[src/sv/shooter_fire_mode_controller_assert.svh]
// Assertion macros for the fire-mode controller.
`ifndef SHOOTER_FIRE_MODE_CONTROLLER_ASSERT_SVH
`define SHOOTER_FIRE_MODE_CONTROLLER_ASSERT_SVH

// Same-cycle implication, checked outside reset.
`define SFMC_ASSERT_NOW(label, clk, rst_n, ante, cons) \
    label: assert property (@(posedge clk) disable iff (!(rst_n)) (ante) |-> (cons)) \
        else $error("sfmc: same-cycle check failed");

// Next-cycle implication, checked outside reset.
`define SFMC_ASSERT_NEXT(label, clk, rst_n, ante, cons) \
    label: assert property (@(posedge clk) disable iff (!(rst_n)) (ante) |=> (cons)) \
        else $error("sfmc: next-cycle check failed");

`endif

[src/sv/sfmc_pkg.sv]
`default_nettype none

package sfmc_pkg;

    typedef enum logic [2:0] {
        M_STOP    = 3'd0,
        M_RFRIC   = 3'd1,
        M_RBULLET = 3'd2,
        M_READY   = 3'd3,
        M_BULLET  = 3'd4,
        M_CONT    = 3'd5,
        M_DONE    = 3'd6
    } t_mode;

    typedef enum logic [1:0] {
        SPD_ZERO   = 2'd0,
        SPD_READY  = 2'd1,
        SPD_SINGLE = 2'd2,
        SPD_CONT   = 2'd3
    } t_speed_sel;

    // lever codes
    localparam logic [1:0] SW_STOP  = 2'd0;
    localparam logic [1:0] SW_SPIN  = 2'd1;
    localparam logic [1:0] SW_FIRE  = 2'd2;

    // register indexes (byte address = 4 * index)
    localparam logic [2:0] REG_TICK_MS      = 3'd0;
    localparam logic [2:0] REG_LONG_PRESS   = 3'd1;
    localparam logic [2:0] REG_DONE_KEY_OFF = 3'd2;
    localparam logic [2:0] REG_BLOCK        = 3'd3;
    localparam logic [2:0] REG_REVERSE      = 3'd4;

    localparam logic [7:0]  TICK_MS_RST      = 8'd1;
    localparam logic [15:0] LONG_PRESS_RST   = 16'd500;
    localparam logic [15:0] DONE_KEY_OFF_RST = 16'd100;
    localparam logic [15:0] BLOCK_RST        = 16'd500;
    localparam logic [15:0] REVERSE_RST      = 16'd100;

    typedef struct packed {
        logic [1:0] switch_pos;
        logic       link_online;
        logic       entertain;
        logic [1:0] permit;
        logic       trigger_key;
        logic       mouse_left;
        logic       mouse_right;
        logic       wheels_ready;
        logic       heat_over;
        logic       gimbal_stop;
        logic       trigger_stalled;
        logic       angle_reached;
    } t_in_word;

    typedef struct packed {
        t_mode      mode;
        t_speed_sel trigger_speed_sel;
        logic       trigger_reverse;
        logic       trigger_drive_on;
        logic       fric_on;
        logic       capture_target;
    } t_out_word;

endpackage

`default_nettype wire

[src/sv/shooter_fire_mode_controller.sv]
// Flow: an accepted word is held in the input register, processed by one pass of
//   logic into the result register and offered on the output from there.
// Throughput: one word per cycle unless the output stalls; the input register is refilled in the same
//   cycle as it drains, and the output register holds its result through downstream stalls.
// Reset: i_rst_n synchronous, active low; clears sequencer, timers, fire gate,
//   trigger drive state and valids, and loads the register defaults.
`default_nettype none

`include "shooter_fire_mode_controller_assert.svh"

module shooter_fire_mode_controller #(
    parameter int unsigned TIMER_BITS = 16
) (
    input  wire                   i_clk,
    input  wire                   i_rst_n,
    // input channel
    input  wire                   i_in_valid,
    output logic                  o_in_stall,
    input  sfmc_pkg::t_in_word    i_in_data,
    // output channel
    output logic                  o_out_valid,
    input  wire                   i_out_stall,
    output sfmc_pkg::t_out_word   o_out_data,
    // register port
    input  wire                   psel,
    input  wire                   penable,
    input  wire                   pwrite,
    input  wire  [4:0]            paddr,
    input  wire  [31:0]           pwdata,
    output logic [31:0]           prdata,
    output logic                  pready
);
    import sfmc_pkg::*;

    // compare width: covers both the timers and the 16-bit limits, plus carry
    localparam int unsigned CW = ((TIMER_BITS > 16) ? TIMER_BITS : 16) + 1;

    typedef logic [TIMER_BITS-1:0] t_timer;

    // saturating timer add: stops at min(limit, timer max); a tick of 0 counts as 1
    function automatic t_timer sat_add(input t_timer v, input logic [15:0] lim,
                                       input logic [7:0] tick);
        logic [CW-1:0] lim_x;
        logic [CW-1:0] tmax;
        logic [CW-1:0] l;
        logic [CW-1:0] n;
        lim_x = CW'(lim);
        tmax  = CW'({TIMER_BITS{1'b1}});
        l     = (lim_x < tmax) ? lim_x : tmax;
        n     = CW'(v) + ((tick == 8'd0) ? CW'(1) : CW'(tick));
        return TIMER_BITS'((n >= l) ? l : n);
    endfunction

    // ------------------------------------------------------------------
    // Register file
    // ------------------------------------------------------------------
    logic [7:0]  r_tick_ms;
    logic [15:0] r_long_press_ms;
    logic [15:0] r_done_key_off_ms;
    logic [15:0] r_block_ms;
    logic [15:0] r_reverse_ms;

    logic       cfg_wr;
    logic [2:0] cfg_idx;

    assign pready  = 1'b1;
    assign cfg_idx = paddr[4:2];
    assign cfg_wr  = psel && penable && pwrite && pready;

    always_ff @(posedge i_clk) begin
        if (!i_rst_n) begin
            r_tick_ms         <= TICK_MS_RST;
            r_long_press_ms   <= LONG_PRESS_RST;
            r_done_key_off_ms <= DONE_KEY_OFF_RST;
            r_block_ms        <= BLOCK_RST;
            r_reverse_ms      <= REVERSE_RST;
        end else if (cfg_wr) begin
            unique case (cfg_idx)
                REG_TICK_MS:      r_tick_ms         <= pwdata[7:0];
                REG_LONG_PRESS:   r_long_press_ms   <= pwdata[15:0];
                REG_DONE_KEY_OFF: r_done_key_off_ms <= pwdata[15:0];
                REG_BLOCK:        r_block_ms        <= pwdata[15:0];
                REG_REVERSE:      r_reverse_ms      <= pwdata[15:0];
                default: ;  // unmapped: ignored
            endcase
        end
    end

    always_comb begin
        unique case (cfg_idx)
            REG_TICK_MS:      prdata = {24'd0, r_tick_ms};
            REG_LONG_PRESS:   prdata = {16'd0, r_long_press_ms};
            REG_DONE_KEY_OFF: prdata = {16'd0, r_done_key_off_ms};
            REG_BLOCK:        prdata = {16'd0, r_block_ms};
            REG_REVERSE:      prdata = {16'd0, r_reverse_ms};
            default:          prdata = 32'd0;
        endcase
    end

    // ------------------------------------------------------------------
    // Handshake: input register -> one pass of logic -> result register
    // ------------------------------------------------------------------
    t_in_word  r_in;
    logic      r_in_valid;
    t_out_word r_out;
    logic      r_out_valid;
    t_out_word n_out;
    logic      stage_go;
    logic      in_take;

    // the stage moves whenever the input register holds a word and the result register is free or being emptied
    assign stage_go    = r_in_valid && !(r_out_valid && i_out_stall);
    assign o_in_stall  = r_in_valid && r_out_valid && i_out_stall;
    assign in_take     = i_in_valid && !o_in_stall;
    assign o_out_valid = r_out_valid;
    assign o_out_data  = r_out;

    always_ff @(posedge i_clk) begin
        if (!i_rst_n) begin
            r_in_valid  <= 1'b0;
            r_out_valid <= 1'b0;
        end else begin
            r_in_valid  <= in_take || (r_in_valid && !stage_go);
            r_out_valid <= stage_go || (r_out_valid && i_out_stall);
        end
    end

    always_ff @(posedge i_clk) begin
        if (in_take) begin
            r_in <= i_in_data;
        end
        if (stage_go) begin
            r_out <= n_out;
        end
    end

    // ------------------------------------------------------------------
    // Sequencer state
    // ------------------------------------------------------------------
    t_mode      r_mode,        n_mode;
    logic       r_key_seen,    n_key_seen;
    logic [1:0] r_press_now,   n_press_now;
    logic [1:0] r_press_before, n_press_before;
    t_timer     r_press_l,     n_press_l;
    t_timer     r_press_r,     n_press_r;
    t_timer     r_key_off,     n_key_off;
    t_timer     r_stall,       n_stall;
    t_timer     r_reverse,     n_reverse;
    logic       r_shot_moving, n_shot_moving;
    logic       r_g_inited,    n_g_inited;
    logic       r_g_engaged,   n_g_engaged;
    logic       r_g_last_fire, n_g_last_fire;
    t_speed_sel r_hold_sel,    n_hold_sel;
    logic       r_hold_rev,    n_hold_rev;
    logic       r_ent_seen,    n_ent_seen;

    always_ff @(posedge i_clk) begin
        if (!i_rst_n) begin
            r_mode         <= M_STOP;
            r_key_seen     <= 1'b0;
            r_press_now    <= 2'd0;
            r_press_before <= 2'd0;
            r_press_l      <= '0;
            r_press_r      <= '0;
            r_key_off      <= '0;
            r_stall        <= '0;
            r_reverse      <= '0;
            r_shot_moving  <= 1'b0;
            r_g_inited     <= 1'b0;
            r_g_engaged    <= 1'b0;
            r_g_last_fire  <= 1'b0;
            r_hold_sel     <= SPD_ZERO;
            r_hold_rev     <= 1'b0;
            r_ent_seen     <= 1'b0;
        end else if (stage_go) begin
            r_mode         <= n_mode;
            r_key_seen     <= n_key_seen;
            r_press_now    <= n_press_now;
            r_press_before <= n_press_before;
            r_press_l      <= n_press_l;
            r_press_r      <= n_press_r;
            r_key_off      <= n_key_off;
            r_stall        <= n_stall;
            r_reverse      <= n_reverse;
            r_shot_moving  <= n_shot_moving;
            r_g_inited     <= n_g_inited;
            r_g_engaged    <= n_g_engaged;
            r_g_last_fire  <= n_g_last_fire;
            r_hold_sel     <= n_hold_sel;
            r_hold_rev     <= n_hold_rev;
            r_ent_seen     <= n_ent_seen;
        end
    end

    // Jam logic: stall time only ever comes from the register here, so the
    // drive-with-jam outcome can be worked out once up front.
    logic   jammed;
    t_timer jam_stall;
    t_timer jam_reverse;

    always_comb begin
        jammed      = CW'(r_stall) >= CW'(r_block_ms);
        jam_stall   = r_stall;
        jam_reverse = r_reverse;
        if (r_in.trigger_stalled && !jammed) begin
            jam_stall   = sat_add(r_stall, r_block_ms, r_tick_ms);
            jam_reverse = '0;
        end else if (jammed && (CW'(r_reverse) < CW'(r_reverse_ms))) begin
            jam_reverse = sat_add(r_reverse, r_reverse_ms, r_tick_ms);
        end else begin
            jam_stall   = '0;
        end
    end

    // Main pass
    logic raw_fire;
    logic eff_fire;
    logic a_fric;
    logic a_trig;
    logic capture;
    logic drive_on;
    logic fric_on;
    logic clear_trig;
    logic use_jam;

    assign raw_fire = (r_in.switch_pos == SW_FIRE);
    assign a_fric   = r_in.permit[0];
    assign a_trig   = r_in.permit[1];

    always_comb begin
        n_mode         = r_mode;
        n_key_seen     = r_key_seen;
        n_press_now    = r_press_now;
        n_press_before = r_press_before;
        n_press_l      = r_press_l;
        n_press_r      = r_press_r;
        n_key_off      = r_key_off;
        n_stall        = r_stall;
        n_reverse      = r_reverse;
        n_shot_moving  = r_shot_moving;
        n_g_inited     = r_g_inited;
        n_g_engaged    = r_g_engaged;
        n_g_last_fire  = r_g_last_fire;
        n_hold_sel     = r_hold_sel;
        n_hold_rev     = r_hold_rev;
        n_ent_seen     = 1'b0;
        eff_fire       = raw_fire;
        capture        = 1'b0;
        drive_on       = 1'b0;
        fric_on        = 1'b0;
        clear_trig     = 1'b0;
        use_jam        = 1'b0;
        n_out          = '0;

        if (r_in.entertain) begin
            // forced stop; everything else frozen, drive cleared on entry
            n_ent_seen = 1'b1;
            n_mode     = M_STOP;
            clear_trig = !r_ent_seen;
        end else begin
            // --- sequencer, on last tick's key and buttons ---
            if (r_in.switch_pos == SW_STOP) begin
                n_mode = M_STOP;
            end else if (r_in.switch_pos == SW_SPIN || raw_fire) begin
                n_mode = M_RFRIC;
            end

            if (raw_fire && n_mode == M_RFRIC && (r_in.wheels_ready || (!a_fric && a_trig)))
            begin
                n_mode = M_RBULLET;
            end else if (n_mode == M_RBULLET && r_key_seen) begin
                n_mode = M_READY;
            end else if (n_mode == M_READY && !r_key_seen) begin
                n_mode = M_RBULLET;
            end else if (n_mode == M_READY) begin
                if ((r_press_now & ~r_press_before) != 2'd0) begin
                    n_mode = M_BULLET;
                end
            end else if (n_mode == M_DONE) begin
                if (!r_key_seen) begin
                    n_key_off = sat_add(r_key_off, r_done_key_off_ms, r_tick_ms);
                    if (CW'(n_key_off) >= CW'(r_done_key_off_ms)) begin
                        n_key_off = '0;
                        n_mode    = M_RBULLET;
                    end
                end else begin
                    n_key_off = '0;
                    n_mode    = M_BULLET;
                end
            end

            if (n_mode > M_RFRIC) begin
                if (CW'(r_press_l) == CW'(r_long_press_ms) ||
                    CW'(r_press_r) == CW'(r_long_press_ms)) begin
                    n_mode = M_CONT;
                end else if (n_mode == M_CONT) begin
                    n_mode = M_RBULLET;
                end
            end
            if (r_in.heat_over &&
                (n_mode == M_BULLET || n_mode == M_CONT || n_mode == M_READY)) begin
                n_mode = M_RBULLET;
            end
            if (r_in.gimbal_stop) begin
                n_mode = M_STOP;
            end
            if (!a_trig && n_mode > M_RFRIC) begin
                n_mode = M_RFRIC;
            end
            if (!a_fric && !a_trig) begin
                n_mode = M_STOP;
            end

            // --- sample key and buttons, press timers ---
            n_key_seen     = r_in.trigger_key;
            n_press_before = r_press_now;
            n_press_now    = {r_in.mouse_right, r_in.mouse_left};
            if (r_in.mouse_left) begin
                if (CW'(r_press_l) < CW'(r_long_press_ms)) begin
                    n_press_l = sat_add(r_press_l, r_long_press_ms, r_tick_ms);
                end
            end else begin
                n_press_l = '0;
            end
            if (r_in.mouse_right) begin
                if (CW'(r_press_r) < CW'(r_long_press_ms)) begin
                    n_press_r = sat_add(r_press_r, r_long_press_ms, r_tick_ms);
                end
            end else begin
                n_press_r = '0;
            end

            // --- fire gate: while the link is online, arms only on a lever move into fire ---
            if (!r_in.link_online) begin
                n_g_inited    = 1'b0;
                n_g_engaged   = 1'b0;
                n_g_last_fire = 1'b0;
                eff_fire      = raw_fire;
            end else begin
                n_g_inited = 1'b1;
                if (!r_g_inited) begin
                    n_g_engaged   = 1'b0;
                    n_g_last_fire = raw_fire;
                end
                if (!raw_fire) begin
                    n_g_engaged = 1'b0;
                end else if (!n_g_last_fire) begin
                    n_g_engaged = 1'b1;
                end
                eff_fire      = raw_fire && n_g_engaged;
                n_g_last_fire = raw_fire;
            end

            // --- trigger drive, on this tick's key ---
            if (n_mode == M_RBULLET) begin
                if (!r_in.trigger_key) begin
                    use_jam    = 1'b1;
                    n_hold_sel = SPD_READY;
                end else begin
                    n_hold_sel = SPD_ZERO;
                    n_hold_rev = 1'b0;
                end
            end else if (n_mode == M_BULLET) begin
                if (!r_shot_moving) begin
                    capture       = 1'b1;
                    n_shot_moving = 1'b1;
                end
                if (!r_in.trigger_key) begin
                    n_mode = M_DONE;
                end
                // capture tick: target is ahead, so never counts as reached
                if (capture || !r_in.angle_reached) begin
                    use_jam    = 1'b1;
                    n_hold_sel = SPD_SINGLE;
                end else begin
                    n_shot_moving = 1'b0;
                end
            end else if (n_mode == M_CONT) begin
                use_jam    = 1'b1;
                n_hold_sel = SPD_CONT;
            end else begin
                n_hold_sel = SPD_ZERO;
                n_hold_rev = 1'b0;
            end

            if (use_jam) begin
                n_hold_rev = jammed;
                n_stall    = jam_stall;
                n_reverse  = jam_reverse;
            end

            if (n_mode == M_STOP) begin
                clear_trig = 1'b1;
            end else begin
                drive_on = (n_mode >= M_RBULLET);
            end
            if (!a_trig || !eff_fire) begin
                clear_trig = 1'b1;
                drive_on   = 1'b0;
            end
            fric_on = a_fric && (n_mode != M_STOP);
        end

        if (clear_trig) begin
            n_hold_sel    = SPD_ZERO;
            n_hold_rev    = 1'b0;
            n_shot_moving = 1'b0;
            n_stall       = '0;
            n_reverse     = '0;
        end

        if (!r_in.entertain) begin
            n_out.mode              = n_mode;
            n_out.trigger_speed_sel = n_hold_sel;
            n_out.trigger_reverse   = n_hold_rev && (n_hold_sel != SPD_ZERO);
            n_out.trigger_drive_on  = drive_on;
            n_out.fric_on           = fric_on;
            n_out.capture_target    = capture;
        end
    end

    // ------------------------------------------------------------------
    // Checks
    // ------------------------------------------------------------------
    // trigger current only in the armed modes
    `SFMC_ASSERT_NOW(a_drive_mode, i_clk, i_rst_n,
        r_out_valid && r_out.trigger_drive_on, r_out.mode >= M_RBULLET)
    // a new target is captured only while shooting a single round
    `SFMC_ASSERT_NOW(a_capture_mode, i_clk, i_rst_n,
        r_out_valid && r_out.capture_target,
        r_out.mode == M_BULLET || r_out.mode == M_DONE)
    // input held off only when an input word is held, a result is waiting and the sink is stalled
    `SFMC_ASSERT_NOW(a_stall_cause, i_clk, i_rst_n,
        o_in_stall, r_in_valid && r_out_valid && i_out_stall)
    // a fired stage always leaves a result behind
    `SFMC_ASSERT_NEXT(a_stage_result, i_clk, i_rst_n, stage_go, r_out_valid)

endmodule

`default_nettype wire
[config.mk]
export PLATFORM = sky130hd
export DESIGN_NAME = shooter_fire_mode_controller
export DESIGN_NICKNAME = d
export VERILOG_FILES = /design/src/sv/sfmc_pkg.sv /design/src/sv/shooter_fire_mode_controller.sv
export VERILOG_INCLUDE_DIRS = /design/src /design/src/sv
export SDC_FILE = /design/constraint.sdc
export NUM_CORES = 1
export LEC_CHECK = 0
export ABC_AREA = 0
export BUFFER_PORTS_ARGS = -buffer_cell sky130_fd_sc_hd__buf_2
export CORE_MARGIN = 2
export CORE_UTILIZATION = 40
export DETAILED_ROUTE_END_ITERATION = 12
export SYNTH_ARGS = -nofsm -noshare
export SYNTH_HDL_FRONTEND = slang
export SYNTH_SLANG_ARGS = --single-unit
[constraint.sdc]
create_clock -name i_clk -period 13.1 [get_ports i_clk]
set_input_delay 0.655 -clock i_clk [delete_from_list [all_inputs] [get_ports i_clk]]
set_output_delay 0.655 -clock i_clk [all_outputs]
set_load 0.01 [all_outputs]
==> flow_metrics.env <==
export IMPL_outcome="complete, no violations"
export IMPL_cts_repair_resized=0
export IMPL_placed_cell_area_sq_um=15700
export IMPL_leakage_nw=7.18
export IMPL_place_congestion=0.924
export IMPL_cts_root_buf="clkbuf_16"
export IMPL_tightest_slew_ns=1.43
export IMPL_drive_above_1_share=0.0923
export IMPL_synthXorXnorAreaFrac=0.0425
export IMPL_routed_top_layer="met5"
export IMPL_grt_pass1_vias=12608
export IMPL_num_vias=13101
export IMPL_critPathLaunchType="register"
export IMPL_min_path_type="input pin to register"
export IMPL_syn_area_sq_um=15000
export IMPL_hpwl_um=33300
export IMPL_fin_nets=2110
export IMPL_drv_cap=0
export IMPL_synthAdderAreaFrac=0.175
export IMPL_synth_area_per_cell_sq_um=8.19
export IMPL_die_x_um=198
export IMPL_htreeDepth=4
export IMPL_slew_violations=0
export IMPL_wl_met1_um=20600
export IMPL_critPathMaxStageDelay_ns=0.71
export IMPL_holdWs_ns=0.380
export IMPL_die_height_um=198
export IMPL_critPathBufInv=1
export IMPL_critPathMostFrequentCell="a21o_1"
export IMPL_pwr_share_clk=0.445
export IMPL_muxShareOfSynthArea=0.0411
export IMPL_via_per_inst=5.60
export IMPL_area_growth_pct=8.44
export IMPL_rsz0062_at_grt="false"
export IMPL_slowest_stage="nand4_1"
export IMPL_path_class="register to register"
export IMPL_powerDensity_nw_per_um2=77.3
export IMPL_grt_max_degree=72
export IMPL_clk_pin_slew_worst_paths_ns=0.07
export IMPL_synth_top_flop_cell="dfxtp_1"
export IMPL_crit_family="compound AO/OA/AOI/OAI gates"
export IMPL_synth_top_area_cell="dfxtp_1"
export IMPL_timing_hold_violations_final=0
export IMPL_tritoncts="yes"
export IMPL_totalWireLength_um=42600
export IMPL_coreArea_sq_um=37300
export IMPL_synthSimpleGateAreaFrac=0.179
export IMPL_ys_types=97
export IMPL_io_pins=102
export IMPL_dr_pass1_iters=7
export IMPL_grt_pass1_wl_um=68600
export IMPL_cell_internal_pwr_uw=950
export IMPL_cp_required_ns=13.46
export IMPL_ys_async_sr_fraction=0
export IMPL_wl_met2_um=19100
export IMPL_p_seq_frac=0.486
export IMPL_synth_compound_area_frac=0.219
export IMPL_routedWlPerCell_um=18.2
export IMPL_slew_headroom=0.0454
export IMPL_clock_skew_ns=0.00999
export IMPL_clk_latency_ns=0.45
export IMPL_antenna_left=0
export IMPL_yosysSeqAreaShare=0.272
export IMPL_critPathMaxFanout=19
export IMPL_yosys_register_bits=193
export IMPL_fillCellCount=3695
export IMPL_yosys_top_cells_area="dfxtp_1 (23%), ha_1 (16%), nand2_1 (6.3%)"
export IMPL_synth_top_family_by_area="compound AO/OA/AOI/OAI gates"
export IMPL_cp_data_arrival_time_ns=9.68
export IMPL_synth_top_area_frac=0.226
export IMPL_grt_overflow=0
export IMPL_start_util=0.403
export IMPL_tns_ns=0
export IMPL_portBuffers=66
export IMPL_track_usage=0.223
export IMPL_dieArea_sq_um=39200
export IMPL_synth_cells=1835
export IMPL_cp_end_kind="register"
export IMPL_fmax_mhz=107
export IMPL_p_sw_uw=311
export IMPL_period_needed_ns=9.32
export IMPL_cts_hold_buf=0
export IMPL_cts_made_buffers=17
export IMPL_swShare=0.247
export IMPL_dr_first_iter_drc_count=888
export IMPL_synthTopCellsByCount="nand2_1 (252), ha_1 (197), dfxtp_1 (170)"
export IMPL_setup_viol=0
export IMPL_rows=71
export IMPL_post_cts_setup_buffers=0
export IMPL_share_comb_of_total_power=0.069
export IMPL_cts_sinks=193
export IMPL_yosysMostFrequentCell="nand2_1"
export IMPL_drc=0
export IMPL_final_area_sq_um=16300
export IMPL_ir_drop_v=0.0000945
export IMPL_synth_enable_flop_cells=23
export IMPL_antenna_found_initial=4
export IMPL_fin_crit_sh=0.711
export IMPL_ys_warn_count=0
export IMPL_cts_buffer_depth=2
export IMPL_met3WireLength_um=2130
==> power groups by stage <==
stage / sequential, mW / combinational [mW] / clock (mW)
finish: 0.612 / 0.0873 / 0.561
global route: 0.613 / 0.0962 / 0.596
CTS: 0.612 / 0.0868 / 0.573
detailed placement: 0.626 / 0.0862 / 0
global placement: 0.626 / 0.0850 / 0
floorplan: 0.623 / 0.0602 / 0
==> placed cells by master (no fill, tap or decap), drive strengths merged, types with 8 or more instances in the layout <==
master | synthesis | final
nand2 | 252 | 252
ha | 197 | 197
dfxtp | 170 | 170
inv | 156 | 159
a21oi | 141 | 141
nor2 | 114 | 114
buf | 31 | 79
o21ai | 69 | 69
xnor2 | 51 | 51
nand4 | 50 | 50
mux2i | 46 | 46
a21o | 46 | 46
nand3 | 36 | 36
o2bb2ai | 28 | 28
nor2b | 27 | 27
o21a | 27 | 27
nor3 | 27 | 27
o211ai | 24 | 24
edfxtp | 23 | 23
xor2 | 22 | 22
clkbuf | 66 | 22
a31oi | 18 | 18
conb | 2 | 17
and3 | 15 | 15
o311ai | 15 | 15
mux2 | 14 | 14
a22o | 14 | 14
o22ai | 13 | 13
a22oi | 11 | 11
nand2b | 10 | 10
o41ai | 10 | 10
a211oi | 9 | 9
nor4 | 8 | 8
==> worst reg2reg max path: cells and delay by family, from the launching register on <==
| family | cells | cell delay (ns) |
|---|---|---|
| AO/OA/AOI/OAI | 15 | 3.63 |
| XOR/XNOR | 1 | 0.10 |
| adder cells (fa/ha/maj) | 5 | 1.68 |
| buffers and inverters | 1 | 0.28 |
| flip-flops | 1 | 0.67 |
| multiplexers | 1 | 0.39 |
| AND/OR/NAND/NOR | 9 | 2.47 |
==> sequential cells by signal, summed over array words and instances, names as in the netlist, 2 cells and up <==
name,count
r_block_ms,16
r_done_key_off_ms,16
r_key_off,16
r_long_press_ms,16
r_press_l,16
r_press_r,16
r_reverse,16
r_reverse_ms,16
r_stall,16
r_in,12
o_out_data,9
r_tick_ms,8
r_mode,3
r_hold_sel,2
r_press_before,2
r_press_now,2
==> final timing paths <==
check                                  startpoint                 to  slack [ns]  depth (start not counted)
worst max-delay path                 r_tick_ms[7]        r_stall[14]        3.78                         32
worst min-delay path                i_in_data[10]           r_in[10]        0.38                          1
worst max register to register       r_tick_ms[7]        r_stall[14]        3.78                         32
worst min register to register  r_press_before[0]  r_press_before[0]        0.45                          2
==> routing by layer <==
| layer | GRT usage | up-vias |
|---|---|---|
| li1 | - | 6566 |
| met1 | 0.308 | 6189 |
| met2 | 0.359 | 299 |
| met3 | 0.0356 | 43 |
| met4 | 0.0596 | 4 |
| met5 | 0 | - |
==> per-stage QoR <==
stage,std cells,utilization,power (mW),setup slack [ns]
after floorplan,1850,-,0.683,4.71
after global placement,2305,0.420,0.711,3.90
after detailed placement,2305,0.420,0.712,3.88
after CTS,2337,0.437,1.27,3.79
after global routing,2338,0.437,1.31,2.97
final,2340,0.437,1.26,3.78
==> cell type report <==
type                            count  area [sq um]  area share
Sequential cell                   193          4090       0.251
Timing Repair Buffer               79           428      0.0262
Multi-Input combinational cell   1403          9980       0.612
Clock buffer                       22           474      0.0291
Inverter                          156           586      0.0359
Tap cell                          474           593      0.0364
Antenna cell                        3          7.51    0.000460
Clock inverter                     10           145     0.00890
==> kinds of logic after synthesis <==
group,count (synthesis)
other cells,2
flops,193
buf+inv,254
simple gates,575
compound gates,470
mux,60
xor+xnor,73
fa+ha+maj,208
(Power assumes the default switching activity.)
